--- src/rtl/core/krl_pkg.sv ---
`timescale 1ns / 1ps

package krl_pkg;

    // Sizes of the key store and the remap table.
    localparam int NUM_KEYS    = 256;
    localparam int NUM_BUTTONS = 8;

    // Fixed field widths of the ports.
    localparam int CODE_W     = 8;
    localparam int OUT_BTN_W  = 8;
    localparam int SLOT_OUT_W = 3;

    // Derived widths.
    localparam int KEY_AW = (NUM_KEYS > 1) ? $clog2(NUM_KEYS) : 1;
    localparam int KEY_CW = $clog2(NUM_KEYS + 1);
    localparam int BTN_AW = (NUM_BUTTONS > 1) ? $clog2(NUM_BUTTONS) : 1;
    localparam int EXT_W  = CODE_W + 1;

    // Physical key codes.
    localparam logic [CODE_W-1:0] CODE_F1    = 8'h3B;
    localparam logic [CODE_W-1:0] CODE_LEFT  = 8'hCB;
    localparam logic [CODE_W-1:0] CODE_RIGHT = 8'hCD;
    localparam logic [CODE_W-1:0] CODE_UP    = 8'hC8;
    localparam logic [CODE_W-1:0] CODE_DOWN  = 8'hD0;
    localparam logic [CODE_W-1:0] CODE_Z     = 8'h2C;
    localparam logic [CODE_W-1:0] CODE_X     = 8'h2D;
    localparam logic [CODE_W-1:0] CODE_A     = 8'h1E;
    localparam logic [CODE_W-1:0] CODE_S     = 8'h1F;

    // Frame sequencer states.
    typedef enum logic [2:0] {
        ST_IDLE,
        ST_HOT,
        ST_HOTD,
        ST_BTN,
        ST_SCAN,
        ST_OUT
    } krl_state_t;

    // Write request into the key store.
    typedef struct packed {
        logic              en;
        logic [KEY_AW-1:0] addr;
        logic              data;
    } krl_wr_t;

    // Read request into the key store.
    typedef struct packed {
        logic              en;
        logic [KEY_AW-1:0] addr;
    } krl_rd_t;

    // Default key code of a logical button slot.
    function automatic logic [CODE_W-1:0] default_code(input int unsigned idx);
        logic [CODE_W-1:0] code;
        case (idx)
            0:       code = CODE_LEFT;
            1:       code = CODE_RIGHT;
            2:       code = CODE_UP;
            3:       code = CODE_DOWN;
            4:       code = CODE_Z;
            5:       code = CODE_X;
            6:       code = CODE_A;
            7:       code = CODE_S;
            default: code = '0;
        endcase
        return code;
    endfunction

    // A key code names a key of the store only below NUM_KEYS.
    function automatic logic code_in_range(input logic [CODE_W-1:0] code);
        return {1'b0, code} < EXT_W'(NUM_KEYS);
    endfunction

endpackage

--- src/rtl/core/key_remap_with_learn_mode.sv ---
`timescale 1ns / 1ps

// Key remapper with learn mode. A key event transfer updates the key-down store. A
// frame-end transfer is evaluated by a sequencer that reads the store through its
// single read port, one key per cycle. A normal frame reads the key of every button,
// a frame with a hotkey edge goes from the hotkey read straight to the result, and a
// learning frame scans keys in ascending order, stopping early at the first eligible
// pressed key. The input is not ready while a frame is evaluated. Key events are still
// taken while a result waits in the output register. The mode hotkey is written over
// the cfg channel, which is always ready, and must only be changed while the block is
// idle. No clearing pass runs after reset.
module key_remap_with_learn_mode (
    input  logic                        aclk,
    input  logic                        aresetn,

    input  logic                        s_valid,
    output logic                        s_ready,
    input  logic [krl_pkg::CODE_W-1:0]  s_key_code,
    input  logic                        s_pressed,
    input  logic                        s_frame_end,

    output logic                        m_valid,
    input  logic                        m_ready,
    output logic [krl_pkg::OUT_BTN_W-1:0]  m_buttons,
    output logic                        m_learn_active,
    output logic [krl_pkg::SLOT_OUT_W-1:0] m_next_slot,
    output logic                        m_assigned,
    output logic [krl_pkg::CODE_W-1:0]  m_assigned_key,

    input  logic                        cfg_valid,
    output logic                        cfg_ready,
    input  logic [krl_pkg::CODE_W-1:0]  cfg_data
);
    import krl_pkg::*;

    krl_state_t state_reg, state_next;

    logic [CODE_W-1:0]      hotkey_reg;
    logic [CODE_W-1:0]      table_reg [NUM_BUTTONS];
    logic [CODE_W-1:0]      table_next [NUM_BUTTONS];
    logic                   learning_reg, learning_next;
    logic [BTN_AW-1:0]      slot_reg, slot_next;
    logic                   hot_before_reg, hot_before_next;

    logic [KEY_CW-1:0]      cnt_reg, cnt_next;
    logic                   rd_vld_reg, rd_vld_next;
    logic [KEY_CW-1:0]      rd_idx_reg, rd_idx_next;
    logic                   rd_ok_reg, rd_ok_next;

    logic [NUM_BUTTONS-1:0] btn_acc_reg, btn_acc_next;
    logic                   asg_reg, asg_next;
    logic [CODE_W-1:0]      akey_reg, akey_next;

    logic                   m_valid_reg, m_valid_next;
    logic [OUT_BTN_W-1:0]   m_buttons_reg, m_buttons_next;
    logic                   m_learn_reg, m_learn_next;
    logic [SLOT_OUT_W-1:0]  m_slot_reg, m_slot_next;
    logic                   m_asg_reg, m_asg_next;
    logic [CODE_W-1:0]      m_akey_reg, m_akey_next;

    krl_wr_t                wr;
    krl_rd_t                rd;
    logic                   key_q;

    logic                   hot_now;
    logic                   hot_edge;
    logic                   used;
    logic [CODE_W-1:0]      btn_code;
    logic [CODE_W-1:0]      scan_code;

    // Key-down store.
    krl_key_store u_store (
        .aclk   (aclk),
        .aresetn(aresetn),
        .wr     (wr),
        .rd     (rd),
        .rd_down(key_q)
    );

    // Handshake outputs.
    assign s_ready   = (state_reg == ST_IDLE);
    assign cfg_ready = 1'b1;

    // Result register.
    assign m_valid        = m_valid_reg;
    assign m_buttons      = m_buttons_reg;
    assign m_learn_active = m_learn_reg;
    assign m_next_slot    = m_slot_reg;
    assign m_assigned     = m_asg_reg;
    assign m_assigned_key = m_akey_reg;

    // Shared terms for the hotkey edge, the button reads and the learning scan.
    assign hot_now   = key_q & rd_ok_reg;
    assign hot_edge  = hot_now & ~hot_before_reg;
    assign scan_code = CODE_W'(rd_idx_reg);
    assign btn_code  = table_reg[cnt_reg[BTN_AW-1:0]];

    // A key already given to a slot below the current one is skipped.
    always_comb begin
        used = 1'b0;
        for (int i = 0; i < NUM_BUTTONS; i++) begin
            if ((i < int'(slot_reg)) && (table_reg[i] == scan_code)) begin
                used = 1'b1;
            end
        end
    end

    // Control state.
    always_ff @(posedge aclk) begin
        if (!aresetn) begin
            state_reg      <= ST_IDLE;
            hotkey_reg     <= CODE_F1;
            learning_reg   <= 1'b0;
            slot_reg       <= '0;
            hot_before_reg <= 1'b1;
            rd_vld_reg     <= 1'b0;
            m_valid_reg    <= 1'b0;
            for (int i = 0; i < NUM_BUTTONS; i++) begin
                table_reg[i] <= default_code(i);
            end
        end else begin
            state_reg      <= state_next;
            learning_reg   <= learning_next;
            slot_reg       <= slot_next;
            hot_before_reg <= hot_before_next;
            rd_vld_reg     <= rd_vld_next;
            m_valid_reg    <= m_valid_next;
            table_reg      <= table_next;
            if (cfg_valid && cfg_ready) begin
                hotkey_reg <= cfg_data;
            end
        end
    end

    // Working and result payload.
    always_ff @(posedge aclk) begin
        cnt_reg       <= cnt_next;
        rd_idx_reg    <= rd_idx_next;
        rd_ok_reg     <= rd_ok_next;
        btn_acc_reg   <= btn_acc_next;
        asg_reg       <= asg_next;
        akey_reg      <= akey_next;
        m_buttons_reg <= m_buttons_next;
        m_learn_reg   <= m_learn_next;
        m_slot_reg    <= m_slot_next;
        m_asg_reg     <= m_asg_next;
        m_akey_reg    <= m_akey_next;
    end

    // Frame sequencer.
    always_comb begin
        state_next      = state_reg;
        table_next      = table_reg;
        learning_next   = learning_reg;
        slot_next       = slot_reg;
        hot_before_next = hot_before_reg;
        cnt_next        = cnt_reg;
        rd_vld_next     = 1'b0;
        rd_idx_next     = rd_idx_reg;
        rd_ok_next      = rd_ok_reg;
        btn_acc_next    = btn_acc_reg;
        asg_next        = asg_reg;
        akey_next       = akey_reg;
        m_valid_next    = m_valid_reg & ~m_ready;
        m_buttons_next  = m_buttons_reg;
        m_learn_next    = m_learn_reg;
        m_slot_next     = m_slot_reg;
        m_asg_next      = m_asg_reg;
        m_akey_next     = m_akey_reg;

        wr.en   = s_valid && s_ready && !s_frame_end && code_in_range(s_key_code);
        wr.addr = s_key_code[KEY_AW-1:0];
        wr.data = s_pressed;
        rd.en   = 1'b0;
        rd.addr = '0;

        case (state_reg)
            ST_IDLE: begin
                if (s_valid && s_frame_end) begin
                    btn_acc_next = '0;
                    asg_next     = 1'b0;
                    akey_next    = '0;
                    state_next   = ST_HOT;
                end
            end

            // Read the hotkey's level.
            ST_HOT: begin
                rd.en      = 1'b1;
                rd.addr    = hotkey_reg[KEY_AW-1:0];
                rd_ok_next = code_in_range(hotkey_reg);
                state_next = ST_HOTD;
            end

            // Decide the mode from the hotkey edge.
            ST_HOTD: begin
                hot_before_next = hot_now;
                cnt_next        = '0;
                if (!learning_reg) begin
                    if (hot_edge) begin
                        learning_next = 1'b1;
                        slot_next     = '0;
                        state_next    = ST_OUT;
                    end else begin
                        state_next = ST_BTN;
                    end
                end else if (hot_edge) begin
                    learning_next = 1'b0;
                    state_next    = ST_OUT;
                end else begin
                    state_next = ST_SCAN;
                end
            end

            // Read each button's key through the table, one read in flight.
            ST_BTN: begin
                if (cnt_reg < KEY_CW'(NUM_BUTTONS)) begin
                    rd.en       = 1'b1;
                    rd.addr     = btn_code[KEY_AW-1:0];
                    rd_ok_next  = code_in_range(btn_code);
                    rd_vld_next = 1'b1;
                    rd_idx_next = cnt_reg;
                    cnt_next    = cnt_reg + 1'b1;
                end
                if (rd_vld_reg) begin
                    btn_acc_next[rd_idx_reg[BTN_AW-1:0]] = key_q & rd_ok_reg;
                end
                if ((cnt_reg == KEY_CW'(NUM_BUTTONS)) && !rd_vld_reg) begin
                    state_next = ST_OUT;
                end
            end

            // Scan keys upward for the first eligible pressed key.
            ST_SCAN: begin
                if (rd_vld_reg && key_q && ({1'b0, scan_code} != {1'b0, hotkey_reg})
                        && !used) begin
                    table_next[slot_reg] = scan_code;
                    asg_next             = 1'b1;
                    akey_next            = scan_code;
                    if (slot_reg == BTN_AW'(NUM_BUTTONS - 1)) begin
                        learning_next = 1'b0;
                        slot_next     = '0;
                    end else begin
                        slot_next = slot_reg + 1'b1;
                    end
                    state_next = ST_OUT;
                end else if (cnt_reg < KEY_CW'(NUM_KEYS)) begin
                    rd.en       = 1'b1;
                    rd.addr     = cnt_reg[KEY_AW-1:0];
                    rd_vld_next = 1'b1;
                    rd_idx_next = cnt_reg;
                    cnt_next    = cnt_reg + 1'b1;
                end else if (!rd_vld_reg) begin
                    state_next = ST_OUT;
                end
            end

            // Load the result once the output register is free.
            ST_OUT: begin
                if (!m_valid_reg || m_ready) begin
                    m_valid_next   = 1'b1;
                    m_buttons_next = OUT_BTN_W'(btn_acc_reg);
                    m_learn_next   = learning_reg;
                    m_slot_next    = learning_reg ? SLOT_OUT_W'(slot_reg) : '0;
                    m_asg_next     = asg_reg;
                    m_akey_next    = akey_reg;
                    state_next     = ST_IDLE;
                end
            end

            default: begin
                state_next = ST_IDLE;
            end
        endcase
    end

endmodule

--- src/rtl/core/krl_ram.sv ---
`timescale 1ns / 1ps

module krl_ram #(
    parameter int WIDTH = 1,
    parameter int DEPTH = 256,
    localparam int AW = (DEPTH > 1) ? $clog2(DEPTH) : 1
) (
    input  logic             aclk,
    input  logic             we,
    input  logic [AW-1:0]    waddr,
    input  logic [WIDTH-1:0] wdata,
    input  logic             re,
    input  logic [AW-1:0]    raddr,
    output logic [WIDTH-1:0] rdata
);

    logic [WIDTH-1:0] mem [DEPTH];
    logic [WIDTH-1:0] rdata_reg;

    // One write port and one registered read port.
    always_ff @(posedge aclk) begin
        if (we) begin
            mem[waddr] <= wdata;
        end
        if (re) begin
            rdata_reg <= mem[raddr];
        end
    end

    assign rdata = rdata_reg;

endmodule

--- src/rtl/core/krl_key_store.sv ---
`timescale 1ns / 1ps

module krl_key_store (
    input  logic             aclk,
    input  logic             aresetn,
    input  krl_pkg::krl_wr_t wr,
    input  krl_pkg::krl_rd_t rd,
    output logic             rd_down
);
    import krl_pkg::*;

    logic [NUM_KEYS-1:0] vld_reg;
    logic                vld_q_reg;
    logic                ram_q;

    // The key-down bits live in a RAM.
    krl_ram #(
        .WIDTH(1),
        .DEPTH(NUM_KEYS)
    ) u_ram (
        .aclk (aclk),
        .we   (wr.en),
        .waddr(wr.addr),
        .wdata(wr.data),
        .re   (rd.en),
        .raddr(rd.addr),
        .rdata(ram_q)
    );

    // A key never written since reset reads as released.
    always_ff @(posedge aclk) begin
        if (!aresetn) begin
            vld_reg <= '0;
        end else if (wr.en) begin
            vld_reg[wr.addr] <= 1'b1;
        end
    end

    // The valid bit is read alongside the RAM so both arrive together.
    always_ff @(posedge aclk) begin
        if (rd.en) begin
            vld_q_reg <= vld_reg[rd.addr];
        end
    end

    assign rd_down = vld_q_reg & ram_q;

endmodule

--- config.mk ---
export PLATFORM = sky130hd
export DESIGN_NAME = key_remap_with_learn_mode
export DESIGN_NICKNAME = d
export VERILOG_FILES = /design/src/rtl/core/krl_pkg.sv /design/src/rtl/core/key_remap_with_learn_mode.sv /design/src/rtl/core/krl_ram.sv /design/src/rtl/core/krl_key_store.sv
export SDC_FILE = /design/constraint.sdc
export NUM_CORES = 1
export LEC_CHECK = 0
export ABC_AREA = 1
export ABC_CLOCK_PERIOD_IN_PS = 3260
export BUFFER_PORTS_ARGS = -buffer_cell sky130_fd_sc_hd__buf_2
export CAP_MARGIN = 20
export CORE_UTILIZATION = 30
export DETAILED_ROUTE_END_ITERATION = 10
export PLACE_DENSITY_LB_ADDON = 0.08
export SETUP_SLACK_MARGIN = 0.2
export SYNTH_ARGS = -nofsm -noshare
export SYNTH_HDL_FRONTEND = slang
export SYNTH_SLANG_ARGS = --single-unit
--- constraint.sdc ---
create_clock -name aclk -period 3.26 [get_ports aclk]
set_input_delay 0.489 -clock aclk [delete_from_list [all_inputs] [get_ports aclk]]
set_output_delay 0.489 -clock aclk [all_outputs]
set_load 0.03 [all_outputs]
### After elaboration in Yosys (flattened, before gate mapping)

Memory sizes are Yosys's and may differ from the RTL's. A register that Yosys moved wholly into a read port is not among the register bits.
Cells that the tools add are included.

* order comparisons: 17
* $add $sub $neg: 2
* mux-type cells: 71
* equality and inequality tests: 28
* reduce and logical (&&, ||, !) cells: 39
* bitwise logic cells: 9

Operators by type and width (count)
* bitwise OR 256 bit: 1
* two-way mux 8 bit: 9
* bitwise mux 64 bit: 1
* equality test 8 bit: 7
* two-way mux 9 bit: 6
* case mux 9 bit (3 select lines): 2
* case mux 8 bit (2 select lines): 3
* two-way mux 3 bit: 12
* two-way mux 1 bit: 26
* binary-select mux 8 bit (select 3 bit): 1
* demux 8 bit (select 3 bit): 1
* != test 2 bit (second input constant): 10
* < comparator 8 x 9 -> 1 bit (second input constant): 2
* case mux 3 bit (6 select lines): 1
* logical AND 1 bit: 17
* AND reduction 4 bit: 3
* nonzero test 2 bit: 5
* adder 9 x 1 -> 9 bit (second input constant): 1
* equality test 3 bit (second input constant): 3
* equality test 9 x 4 -> 1 bit (second input constant): 1
* < comparator 3 bit (first input constant): 3
* < comparator 9 x 4 -> 1 bit (second input constant): 1
* < comparator 9 bit (second input constant): 1
* AND reduction 3 bit: 3
* other kinds (28): 46

* output and inout port bits: 24
* flip-flop bits (word level): 395
* logic and storage cells: 195
* memories: 1
* bits of input ports: 23
* RAM bits: 256

Memories
* u_store.u_ram.mem: depth 256, width 1, rd ports 1, clocked after memory_dff 1, wr ports 1, line krl_ram.sv:17 `logic [WIDTH-1:0] mem [DEPTH];`

### Logic depth before layout (Yosys ltp)

Gate-level depths: netlist of the first run.

* depth in word-level cells: 15
* mapped depth: 25
* gate-level depth less buffers: 23

### Modules after synthesis

A second synthesis of the first run with hierarchy kept.

* cells, all modules: 3678
* area total of the unflattened synthesis: 29879.9 um^2

By module, submodules not included
* krl_ram: cells an instance 1184, sequential area each 7717.4 um^2, instances 1, area each 11727.5 um^2
* krl_key_store: cells an instance 1489, sequential area each 5154.9 um^2, instances 1, area each 10662.7 um^2
* key_remap_with_learn_mode: cells an instance 1005, sequential area each 3293.2 um^2, instances 1, area each 7489.7 um^2

### Worst setup path before layout of the first run

No wires, ideal clock.

* kind: register to register
* start point: reg rd_idx_reg[5]
* end point: reg u_store.u_ram.rdata_reg (netlist: u_store.u_ram.rdata) (read register of u_store.u_ram.mem) (data pin)
* clock period less this slack: 2548 ps
* required time: 3007 ps
* setup slack: 712 ps
* library setup time: 253 ps
* path buffers: 4
* stages on the path, launching flop included: 23
* data arrival time: 2294 ps
* path through: edfxtp_1 > buf_2 > buf_6 > a21oi_1 > nand2_1 > nor2_1 > nand3_1 > nand2_1 > nor2_2 > nand2_4 > inv_2 > nor2_2 > nand3_1 > nand2_1 > buf_4 > buf_2 > nand3_1 > nand3_1 > nand3_1 > nand3_1 > nand3_1 > nand3_1 > nand2_1

* longest elaborated chain between the ends: 13
* elaborated cells between the ends (all ways): 27
* those cells by class: eq/ne: 8; mux: 9; reduce/logical: 10

Ends and longest elaborated chain
* from (decl): line key_remap_with_learn_mode.sv:47 `logic [KEY_CW-1:0] rd_idx_reg, rd_idx_next;`
* from (signal assigned): line key_remap_with_learn_mode.sv:138 `rd_idx_reg <= rd_idx_next;`
* equality test 8 bit: line key_remap_with_learn_mode.sv:102 `if ((i < int'(slot_reg)) && (table_reg[i] == scan_code)) begin`
* logical AND 1 bit: line key_remap_with_learn_mode.sv:102
* two-way mux 1 bit (7 in series): line key_remap_with_learn_mode.sv:102
* logical NOT 1 bit: line key_remap_with_learn_mode.sv:236 `&& !used) begin`
* logical AND 1 bit (*): line key_remap_with_learn_mode.sv:236
* two-way mux 9 bit (*): line key_remap_with_learn_mode.sv:235 `if (rd_vld_reg && key_q && ({1'b0, scan_code} != {1'b0, hotkey_reg})`
* case mux 9 bit (3 select lines) (*): line key_remap_with_learn_mode.sv:177 `case (state_reg)`
* to (decl): line krl_ram.sv:18 `logic [WIDTH-1:0] rdata_reg;`

Every way passes the cells marked *; elsewhere a longest branch is shown, timed or not.
A chain may end at the register's enable or synchronous reset.

### Worst setup path in the final report of the first run

* start point: reg rd_idx_reg[0]
* end point: reg u_store.u_ram.rdata_reg (netlist: u_store.u_ram.rdata) (read register of u_store.u_ram.mem) (data pin)

Same word-level chain as after synthesis.

==> reports/qor.txt, run 1 <==
Cell family with most CP delay: simple AND/OR/NAND/NOR gates
Worst slew pin tran: 1129 ps
Clock sink count: 651
Synth Flop Type: dfxtp_1
Tcrit/Tclk final: 0.9842
Max cap viols: 0
Detailed Place HPWL: 67,160 µm
Syn Inst Count: 3,749
First-pass GRT wire length: 160,100 µm
Initial antenna violation count: 3
CTS root buf: clkbuf_16
GRT overflow: 0
Peak Freq: 311.7 MHz
Worst-path cell chain: buf_12 > xnor2_2 > nand2_2 > nor2_2 > nand3_2 > nand2_2 > nor2_2 > nand2_4 > nand3_4 > nand2_8 > buf_12 > buf_12 > nand2_1 > nand3_1 > nand3_2 > nand3_2 > nand3_1 > buf_4 > nand3_2 > nand3_2 > nand3_2 > nand2_1
Critical path's slowest cell: edfxtp_1
Die area: 101,400 µm²
Worst-case reg-to-reg path depth: 22
Slew headroom: 0.2462
Hold path depth: 3
Clock Path Buffers: 3
DR pass1 iterations: 7
Via density per instance: 4.828
Max Clock Skew: 18.61 ps
Crit path DAT: 3610 ps
Reg-to-reg endpoint: u_store.u_ram.rdata$_DFFE_PP_
Synth Warn #: 0
I/O pin count: 47
Layout cells sized above 1: 0.1600
FF-to-FF setup slack: 50 ps
Post-synth ARST share: 0
Hold-fix buffer count after cts: 0
Status: complete, no violations
Final cell utilization of the core: 0.3842
Final ANT Viol Nets: 0
Placed cells: 5,088
Worst Path Required: 3660 ps
Unique masters post-synth: 41
Crit end category: flip-flop
Gpl congestion: 0.8080
Hold Path Sink: hotkey_reg[5]$_SDFFE_PN1P_
Die height: 318.4 µm
Number of enable flip-flop cells after synthesis: 313
Fin Setup TNS: 0 ps
Net Count, Synth: 3,779
Seq cells post-synth: 651
Most used cell, CP: nand3_2
Hold Path Class: in -> reg
Via Count: 25,590
Port Buf Inserts: 45
Starting Density: 0.3039
Pins Over Slew Limit: 0
Post-synthesis sequential area ratio: 0.5382
Largest stage delay, worst path: 540 ps
Final min period: 3208 ps
Clk_lat worst skew: 640 ps
CTS tree: built
Vias in the first global route: 24,750
Total Routed Length: 109,900 µm
Final Instance Area: 37,980 µm²
Final Instance Count excl. Fillers: 5,301
Core footprint: 98,850 µm²
Largest net degree at the start of global routing: 90
CP Launch Type: flip-flop
Hold path startpoint: cfg_data[5]
Nets: 3,978
WS Path Type: reg -> reg
Synth Area per Inst: 8.012 µm²
Leakage: 15.00 nW
Max IR drop VDD: 0.3848 mV
Area Growth Syn to Fin: 26.43%
Wire length per cell: 20.73 µm
PwrDens: 774.6 nW/µm²
RSZ-0062 raised after global routing: yes
Cell Rows: 115
DP Area: 33,220 µm²
Endpoints failing setup: 0
Synth Cell Area: 30,040 µm²
CTS buffer count: 78
CP Max Fanout: 8
Reg2reg start: rd_idx_reg[0]$_DFFE_PP_
CTS H-tree depth: 3
Fin. Hold Viols: 0
Residual DRC count: 0
All-layer global routing usage: 0.2094
CP Buf/Inv Count: 4
Die W: 318.4 µm
Violation count after the first detailed-route iteration: 1,951
Clk slew on worst S/H paths: 60 ps
==> Yosys cell counts (all sizes together), types with 2 or more instances <==
library cell	count	area, µm²
o221ai	2	17.52
nand3b	141	1059
nand2	550	2082
buf	129	738.2
xor2	6	52.55
a211oi	3	22.52
inv	444	1667
a22oi	2	15.01
clkinv	2	7.510
a31oi	4	25.02
nor2	884	3328
edfxtp	313	9399
nor3	17	90.09
o211ai	51	382.9
ha	7	87.58
xnor2	22	192.7
nand4	10	62.56
clkbuf	101	379.1
a32o	2	20.02
o22ai	3	18.77
nand3	506	2545
dfxtp	338	6766
a21oi	94	470.5
o21ai	112	568.0
==> placed cells by master, fill, tap and decap left out, types with 4 or more instances in the layout <==
cell,count
nand4_1,10
o21ai_1,5
nor2_1,875
clkbuf_16,99
a31oi_1,4
nand3b_1,141
buf_4,188
nand3_2,106
nor3_1,16
bufinv_16,4
clkinv_1,7
nor2_2,6
o21ai_0,105
ha_1,7
o211ai_1,51
xnor2_2,6
buf_6,16
nand2_1,530
bufbuf_16,7
nand2_2,15
inv_6,6
clkbuf_1,19
buf_2,44
dfxtp_1,338
edfxtp_1,313
buf_16,12
xor2_1,5
clkbuf_8,13
nand3_1,392
inv_1,426
clkinv_2,17
inv_4,5
a21oi_1,93
xnor2_1,16
buf_12,60
inv_2,10
nand3_4,8
==> timing repair <==
action                                  in CTS  in global routing
pin swaps                                    4                 49
gates resized for setup                     54                180
endpoints found under the setup margin       2                 54
endpoints found under the hold margin        0                  0
cloned                                      11                 19
buffers inserted                            21                 16
==> power breakdown <==
part	switching, W	internal [W]	total (W)	leakage [nW]
clock network	0.00366	0.00516	0.00882	1.26
logic	0.00683	0.00467	0.0115	8.18
registers	0.000133	0.00897	0.00910	5.56
==> worst min-delay path, stage by stage <==
cell	delay [ps]
buf_2	70
nand2_1	50
nand3_1	60
==> logic make-up (layout without fill, tap and decap cells) <==
kind of cell	Yosys count	count (layout)	synth area share
compound gates	276	276	0.05211
xor+xnor	28	28	0.008164
fa+ha+maj	7	7	0.002916
buf+inv	676	940	0.09293
flops	651	651	0.5382
other cells	1	2	0.0001248
simple gates	2110	2110	0.3056
==> worst max-delay path by stage <==
stage / slack, ps / cells past startpoint / endpoint / from
global placement: -300 / 21 / u_store.vld_q_reg$_DFFE_PP_ / rd_idx_reg[4]$_DFFE_PP_
detailed placement: -240 / 21 / u_store.vld_q_reg$_DFFE_PP_ / rd_idx_reg[4]$_DFFE_PP_
finish: 50 / 22 / u_store.u_ram.rdata$_DFFE_PP_ / rd_idx_reg[0]$_DFFE_PP_
floorplan: 710 / 22 / u_store.u_ram.rdata$_DFFE_PP_ / rd_idx_reg[5]$_DFFE_PP_
CTS: 40 / 22 / u_store.vld_q_reg$_DFFE_PP_ / rd_idx_reg[4]$_DFFE_PP_
global route: -80 / 21 / u_store.u_ram.rdata$_DFFE_PP_ / rd_idx_reg[0]$_DFFE_PP_
==> area by class of cell <==
cell class / instances / area (µm²)
fillers: 10220 / 60870
flip-flops and latches: 651 / 16170
multi-input cells: 2422 / 11870
repair buffers: 349 / 4080
clock buffers: 112 / 2263
inverters: 446 / 1707
well taps: 1287 / 1610
clock inverters: 33 / 282.8
diodes: 1 / 2.502
==> routing by layer <==
layer	wire, µm	part of all wire	vias to the layer above	global-route usage
li1	-	-	12540	-
met1	51080	0.46	12370	0.2822
met2	51350	0.47	540	0.3467
met3	4532	0.041	149	0.03053
met4	2888	0.026	2	0.06065
met5	14	0.00013	-	0
==> metrics by stage <==
stage | hold WS [ps] | power (W) | worst slack (ps)
floorplan | 400.3 | 0.01431 | 712.4
global placement | 403.2 | 0.01847 | -295.9
detailed placement | 404.5 | 0.01840 | -244.2
CTS | 27.01 | 0.02822 | 43.75
global route | 68.16 | 0.03073 | -82.45
finish | 73.17 | 0.02942 | 51.54
No activity file was read; power rests on OpenSTA's default activity.
==> inputs of run 2 (changes only) <==
--- a/config.mk
+++ b/config.mk
@@ -6,7 +6,7 @@
 export NUM_CORES = 1
 export LEC_CHECK = 0
 export ABC_AREA = 1
-export ABC_CLOCK_PERIOD_IN_PS = 3260
+export ABC_CLOCK_PERIOD_IN_PS = 3100
 export BUFFER_PORTS_ARGS = -buffer_cell sky130_fd_sc_hd__buf_2
 export CAP_MARGIN = 20
 export CORE_UTILIZATION = 30
==> constraint.sdc (replaced) <==
create_clock -name aclk -period 3.1 [get_ports aclk]
set_input_delay 0.465 -clock aclk [delete_from_list [all_inputs] [get_ports aclk]]
set_output_delay 0.465 -clock aclk [all_outputs]
set_load 0.03 [all_outputs]
==> run 2 against run 1 <==
  * Worst setup slack worse by 130 ps
  * Global-route usage increased by 0.063 points
  * Routed wire length down 1.2%
  * Total power grew 3.2%
  * The run now ends with negative setup slack left
  * Design area down 0.91%
  * Critical path depth is 5 lower
  * Combinational power hardly changed
  * Clock power is 8.8% higher
  * Maximum frequency is 0.88% higher
==> reports/qor.txt, run 2 (synthesis gave the netlist of run 1 again) <==
Failing checks: negative setup slack
Most common cell after layout, fill and taps aside: nor2_1
Status: finished with violations
Clock Path Buffers: 3 (unchanged)
Final worst slack: -80.60 ps (-132.1 ps)
All-layer global routing usage: 0.2100 (+0.0006333)
Cell Rows: 115 (unchanged)
Tcrit/Tclk final: 1.026 (+0.04181)
Worst-case reg-to-reg path depth: 17 (-23%)
Worst slew pin tran: 1127 ps (-2.783 ps)
CTS tree: built
Via density per instance: 4.789 (-0.80%)
Clk slew on worst S/H paths: 60 ps (about the same)
Residual DRC count: 0 (unchanged)
Wire length per cell: 20.37 µm (-1.7%)
Leakage: 14.87 nW (-0.90%)
Clock sink count: 651 (unchanged)
RSZ-0062 raised after global routing: yes
DR pass1 iterations: 5 (-2)
Die area: 101,400 µm² (unchanged)
Nets: 4,003 (+0.63%)
Vias in the first global route: 24,910 (+0.67%)
CP Max Fanout: 14 (+6)
Placed cells: 5,133 (+0.88%)
Layout cells sized above 1: 0.1488 (-0.01122)
CTS root buf: clkbuf_16
Reg-to-reg endpoint: u_store.vld_q_reg$_DFFE_PP_
CTS buffer count: 80 (+2.6%)
Reg2reg start: cnt_reg[0]$_SDFFCE_PN0P_
Max cap viols: 0 (unchanged)
GRT overflow: 0 (unchanged)
Largest net degree at the start of global routing: 83 (-7.8%)
Crit end category: flip-flop
Violation count after the first detailed-route iteration: 1,894 (-2.9%)
Area Growth Syn to Fin: 25.28%
Via Count: 25,530 (-0.26%)
Slew headroom: 0.2481 (+0.001857)
Max IR drop VDD: 0.3582 mV (-6.9%)
Die W: 318.4 µm (unchanged)
PwrDens: 807.0 nW/µm² (+4.2%)
Total Routed Length: 108,600 µm (-1.2%)
Gpl congestion: 0.8562 (+6.0%)
Final ANT Viol Nets: 0 (unchanged)
Setup WS pre-CTS: -316.5 ps (-72.25 ps)
Max Clock Skew: 23.11 ps (+4.496 ps)
Initial antenna violation count: 5 (+2)
Core footprint: 98,850 µm² (unchanged)
Pins Over Slew Limit: 0 (unchanged)
Most frequent cells in the layout: nor2_1, nand2_1, nand3_1, inv_1, dfxtp_1
Hold-fix buffer count after cts: 0 (unchanged)
Hold path startpoint: cfg_data[6]
Endpoints failing setup: 2 (+2)
Peak Freq: 314.4 MHz (+0.88%)
First-pass GRT wire length: 161,000 µm (+0.59%)
Worst Path Required: 3500 ps (-160 ps)
CTS H-tree depth: 3 (unchanged)
Fin. Hold Viols: 0 (unchanged)
Detailed Place HPWL: 68,190 µm (+1.5%)
I/O pin count: 47 (unchanged)
WS Path Type: reg -> reg
Clk_lat worst skew: 640 ps (about the same)
Crit path DAT: 3580 ps (-30 ps)
Hold Path Sink: hotkey_reg[6]$_SDFFE_PN0P_
Port Buf Inserts: 45 (unchanged)
Final min period: 3181 ps (-27.87 ps)
FF-to-FF setup slack: -80 ps (-130 ps)
Die height: 318.4 µm (unchanged)
Hold path depth: 3 (unchanged)
Hold Path Class: in -> reg
CP Launch Type: flip-flop
Starting Density: 0.3039 (unchanged)
Final Instance Count excl. Fillers: 5,330 (+0.55%)
==> run 2: changes by cell type in the layout (fill, tap and decap cells not counted), sizes merged, moves of 2 or more <==
cell | before | now
nand2 | 550 | 552
clkbuf | 131 | 127
diode | 1 | 3
inv | 449 | 447
bufbuf | 7 | 2
buf | 323 | 360
==> run 2: worst max-delay path, cell delays in order (launching register included) <==
cell and delay, ps:
edfxtp_1 410, inv_1 90, buf_12 150, buf_12 140
buf_4 130, o21ai_0 300, a21oi_1 150, buf_4 160
a31oi_1 210, a22oi_1 120, buf_4 160, nand2_1 240
inv_1 70, buf_4 210, nand3_2 120, nand3_1 100
nand3_1 100, nand2_1 50
==> run 2: worst max-delay path by stage <==
stage / endpoint / depth (start not counted) / start
2_1_floorplan: u_store.u_ram.rdata$_DFFE_PP_ / 22 / rd_idx_reg[5]$_DFFE_PP_
3_3_place_gp: u_store.vld_q_reg$_DFFE_PP_ / 20 / rd_idx_reg[2]$_DFFE_PP_
3_5_place_dp: u_store.vld_q_reg$_DFFE_PP_ / 20 / rd_idx_reg[2]$_DFFE_PP_
4_1_cts: u_store.vld_q_reg$_DFFE_PP_ / 23 / rd_idx_reg[0]$_DFFE_PP_
5_1_grt: u_store.vld_q_reg$_DFFE_PP_ / 23 / rd_idx_reg[0]$_DFFE_PP_
6_report: u_store.vld_q_reg$_DFFE_PP_ / 17 / cnt_reg[0]$_SDFFCE_PN0P_
==> run 2: power breakdown <==
| group | internal [W] | leakage, nW | total, W | switching (W) |
|---|---|---|---|---|
| Clock | 0.00570 | 1.31 | 0.00960 | 0.00389 |
| Sequential | 0.00943 | 5.56 | 0.00955 | 0.000122 |
| Combinational | 0.00444 | 7.99 | 0.0112 | 0.00679 |
==> run 2: area by class of cell <==
cell class	count	area [µm²]
fillers	10260	61220
clock inverters	30	301.5
inverters	446	1699
diodes	3	7.507
clock buffers	119	2364
multi-input cells	2424	11520
repair buffers	370	3960
flip-flops and latches	651	16170
well taps	1287	1610
==> run 2: metrics by stage <==
step           hold WS [ps]  cell area (µm²)  setup TNS, ps  utilization  total power [W]
6_report              56.96            37630         -146.7       0.3807          0.03037
5_1_grt               43.98            37620         -465.5       0.3806          0.03185
4_1_cts               18.28            37020         -204.5       0.3745          0.02997
3_5_place_dp          406.3            33600         -619.4       0.3399          0.01947
3_3_place_gp          404.7            33590         -658.2       0.3398          0.01953
2_1_floorplan         400.3            30040              0            -          0.01505
==> run 2: routing by layer <==
| metal | part of all wire | up-vias | GRT usage |
|---|---|---|---|
| li1 | - | 12600 | - |
| met1 | 0.48 | 12230 | 0.2925 |
| met2 | 0.46 | 549 | 0.3410 |
| met3 | 0.043 | 144 | 0.02697 |
| met4 | 0.024 | 0 | 0.05658 |
| met5 | 0 | - | 0 |
==> run 2: repair_timing <==
action,4_1_cts,5_1_grt
pin swaps,7,29
setup buffers,12,14
resized for setup,65,71
gates cloned,10,10
setup endpoints to repair,7,148
==> inputs of run 3 (changes only) <==
==> constraint.sdc (replaced) <==
create_clock -name aclk -period 3.1 [get_ports aclk]
set_input_delay 0.155 -clock aclk [delete_from_list [all_inputs] [get_ports aclk]]
set_output_delay 0.155 -clock aclk [all_outputs]
set_load 0.03 [all_outputs]
==> run 3 against run 2 <==
  * The flow still finishes with violations (negative setup slack)
  * Maximum frequency shrank 1.2%
  * Combinational power decreased by 4%
  * Total power decreased by 2.9%
  * Worst setup slack worse by 39 ps
  * Critical path depth increased by 6
  * Register-to-register slack lost 40 ps
  * Non-clock buffer count shrank 13
  * Worst hold slack got worse by 8.0 ps
  * First-iteration DRC count rose by 1.1%
  * Via count down 0.23%
  * Final cell count is 0.36% lower
  * Die area did not move
  * Critical path type unchanged
  * Highest routed layer is now met5
==> reports/qor.txt, run 3 (synthesis gave the netlist of run 1 again) <==
Status: finished with violations
Failing checks: negative setup slack
Final ANT Viol Nets: 0 (unchanged)
Clock sink count: 651 (unchanged)
Clock power frac: 0.313 (-0.003)
Cell Rows: 115 (unchanged)
Peak Freq: 310.6 MHz (-1.2%)
I/O pin count: 47 (unchanged)
Hold path depth: 3 (unchanged)
Most common cell after layout, fill and taps aside: nor2_1
Vias in the first global route: 24,770 (-0.56%)
CTS tree: built
Worst-case reg-to-reg path depth: 23 (+6)
Via Count: 25,470 (-0.23%)
Fin Setup TNS: -210.3 ps (-63.58 ps)
Clk slew on worst S/H paths: 60 ps (about the same)
Die height: 318.4 µm (unchanged)
Worst Path Required: 3510 ps (about the same)
Gpl congestion: 0.8164 (-4.6%)
Seq pwr share: 0.324 (+0.010)
Clock Path Buffers: 3 (unchanged)
Max Clock Skew: 29.95 ps (+6.841 ps)
Max cap viols: 0 (unchanged)
GRT overflow: 0 (unchanged)
Starting Density: 0.3039 (unchanged)
Port Buf Inserts: 45 (unchanged)
DR pass1 iterations: 5 (unchanged)
Worst slew pin tran: 1144 ps (+17.22 ps)
Routed met1 length: 50,620 µm (-2.4%)
Highest routed layer: met5
Fin. Hold Viols: 0 (unchanged)
RSZ-0062 raised after global routing: yes
Pins Over Slew Limit: 0 (unchanged)
CP Max Fanout: 10 (-4)
Final min period: 3219 ps (+38.66 ps)
Ant diodes: 0 (-3)
Largest net degree at the start of global routing: 91 (+9.6%)
Comb pwr share: 0.363 (-0.007)
Die area: 101,400 µm² (unchanged)
Sw Ratio: 0.3595 (+0.003796)
Via density per instance: 4.795 (+0.13%)
CTS root buf: clkbuf_16
Crit end category: flip-flop
Nets: 3,988 (-0.37%)
Slew headroom: 0.2366 (-0.01149)
Total Routed Length: 107,600 µm (-0.92%)
Violation count after the first detailed-route iteration: 1,914 (+1.1%)
Hold Path Class: in -> reg
Tcrit/Tclk final: 1.038 (+0.01247)
CP Launch Type: flip-flop
WS Path Type: reg -> reg
Crit path DAT: 3630 ps (+50 ps)
Die W: 318.4 µm (unchanged)
Reg-to-reg endpoint: u_store.u_ram.rdata$_DFFE_PP_
CTS H-tree depth: 3 (unchanged)
Final cell utilization of the core: 0.3744 (-0.006341)
Max IR drop VDD: 0.3674 mV (+2.5%)
Residual DRC count: 0 (unchanged)
Met2 WL: 48,850 µm (-1.3%)
Hold Path Sink: hotkey_reg[2]$_SDFFE_PN0P_
Hold path startpoint: cfg_valid
CTS buffer count: 79 (-1.3%)
FF-to-FF setup slack: -120 ps (-40 ps)
PwrDens: 797.0 nW/µm² (-1.2%)
Clk_lat worst skew: 650 ps (about the same)
All-layer global routing usage: 0.2091 (-0.0009198)
Wire length per cell: 20.25 µm (-0.56%)
Detailed Place HPWL: 67,950 µm (-0.35%)
Core footprint: 98,850 µm² (unchanged)
Reg2reg start: rd_idx_reg[0]$_DFFE_PP_
Net switching power figure: 0.01060 W (-1.8%)
Initial antenna violation count: 4 (-1)
Endpoints failing setup: 2 (unchanged)
Int Power: 0.01889 W (-3.5%)
Met3 WL: 4983 µm (+7.6%)
Layout cells sized above 1: 0.1349 (-0.01382)
First-pass GRT wire length: 160,500 µm (-0.30%)
Area Growth Syn to Fin: 23.19%
Leakage: 14.59 nW (-1.8%)
Final worst slack: -119.3 ps (-38.66 ps)
Most frequent cells in the layout: nor2_1, nand2_1, nand3_1, inv_1, dfxtp_1
[run 3: cell count changes in the layout (fill, tap and decap cells not counted), moves of 5 or more]
cell / delta
buf_12: -23
nand3_1: +20
nand3_2: -19
dlygate4sd3_1: +17
buf_8: -6
clkinv_1: +5
[run 3: through the flow]
step	total power, W	std cells	hold WS, ps	area, µm²	worst slack [ps]
2_1_floorplan	0.01505	3749	253.9	30040	552.4
3_3_place_gp	0.01948	5119	390.0	33350	-319.0
3_5_place_dp	0.01940	5119	392.3	33350	-391.0
4_1_cts	0.02942	5300	4.508	36610	-94.72
5_1_grt	0.03100	5311	68.13	37010	-285.7
6_report	0.02949	5311	48.98	37010	-119.3
[run 3: power groups by stage]
stage	registers (W)	logic (W)	clock network, W
detailed placement	0.00974	0.00965	0
finish	0.00956	0.0107	0.00922
global placement	0.00974	0.00974	0
floorplan	0.00979	0.00526	0
global route	0.00959	0.0117	0.00976
CTS	0.00956	0.0104	0.00947
[run 3: how the worst max path moves through the flow]
stage                                   startpoint                             to  slack, ps
after floorplan            rd_idx_reg[5]$_DFFE_PP_  u_store.u_ram.rdata$_DFFE_PP_        550
after CTS                  rd_idx_reg[0]$_DFFE_PP_  u_store.u_ram.rdata$_DFFE_PP_        -90
after global placement     rd_idx_reg[0]$_DFFE_PP_  u_store.u_ram.rdata$_DFFE_PP_       -320
final                      rd_idx_reg[0]$_DFFE_PP_  u_store.u_ram.rdata$_DFFE_PP_       -120
after global routing       rd_idx_reg[4]$_DFFE_PP_  u_store.u_ram.rdata$_DFFE_PP_       -290
after detailed placement  cnt_reg[0]$_SDFFCE_PN0P_  u_store.u_ram.rdata$_DFFE_PP_       -390
[run 3: per-layer routing]
metal,GRT usage,vias to the layer above
li1,-,12530
met1,0.2906,12220
met2,0.3335,561
met3,0.03078,148
met4,0.06463,2
met5,0,-
[run 3: area by class of cell]
class,instances,area [µm²]
fillers,10310,61850
flip-flops and latches,651,16170
multi-input cells,2423,11370
clock inverters,22,137.6
inverters,446,1702
clock buffers,125,2405
repair buffers,357,3612
well taps,1287,1610
[run 3: timing repair]
item,CTS,global route
gates resized for setup,39,62
gates cloned,9,6
setup endpoints to repair,2,179
setup buffers,8,5
endpoints found under the hold margin,9,0
hold buffers,17,0
pin swaps,4,7
[run 3: worst max-delay path, cell delays in order (launching register included)]
cell and delay [ps]:
edfxtp_1 460, buf_12 180, xnor2_1 120, nand2_1 130, nor2_1 50, nand3_1 80, nand2_1 70, nor2_2 150
nand2_4 100, nand3_4 170, nand2_8 110, inv_4 100, buf_12 140, buf_12 150, buf_12 120, nand2_1 40
nand3_1 100, nand3_1 120, nand3_2 140, nand3_2 120, nand3_1 90, nand3_1 70, nand3_1 90, nand2_1 50
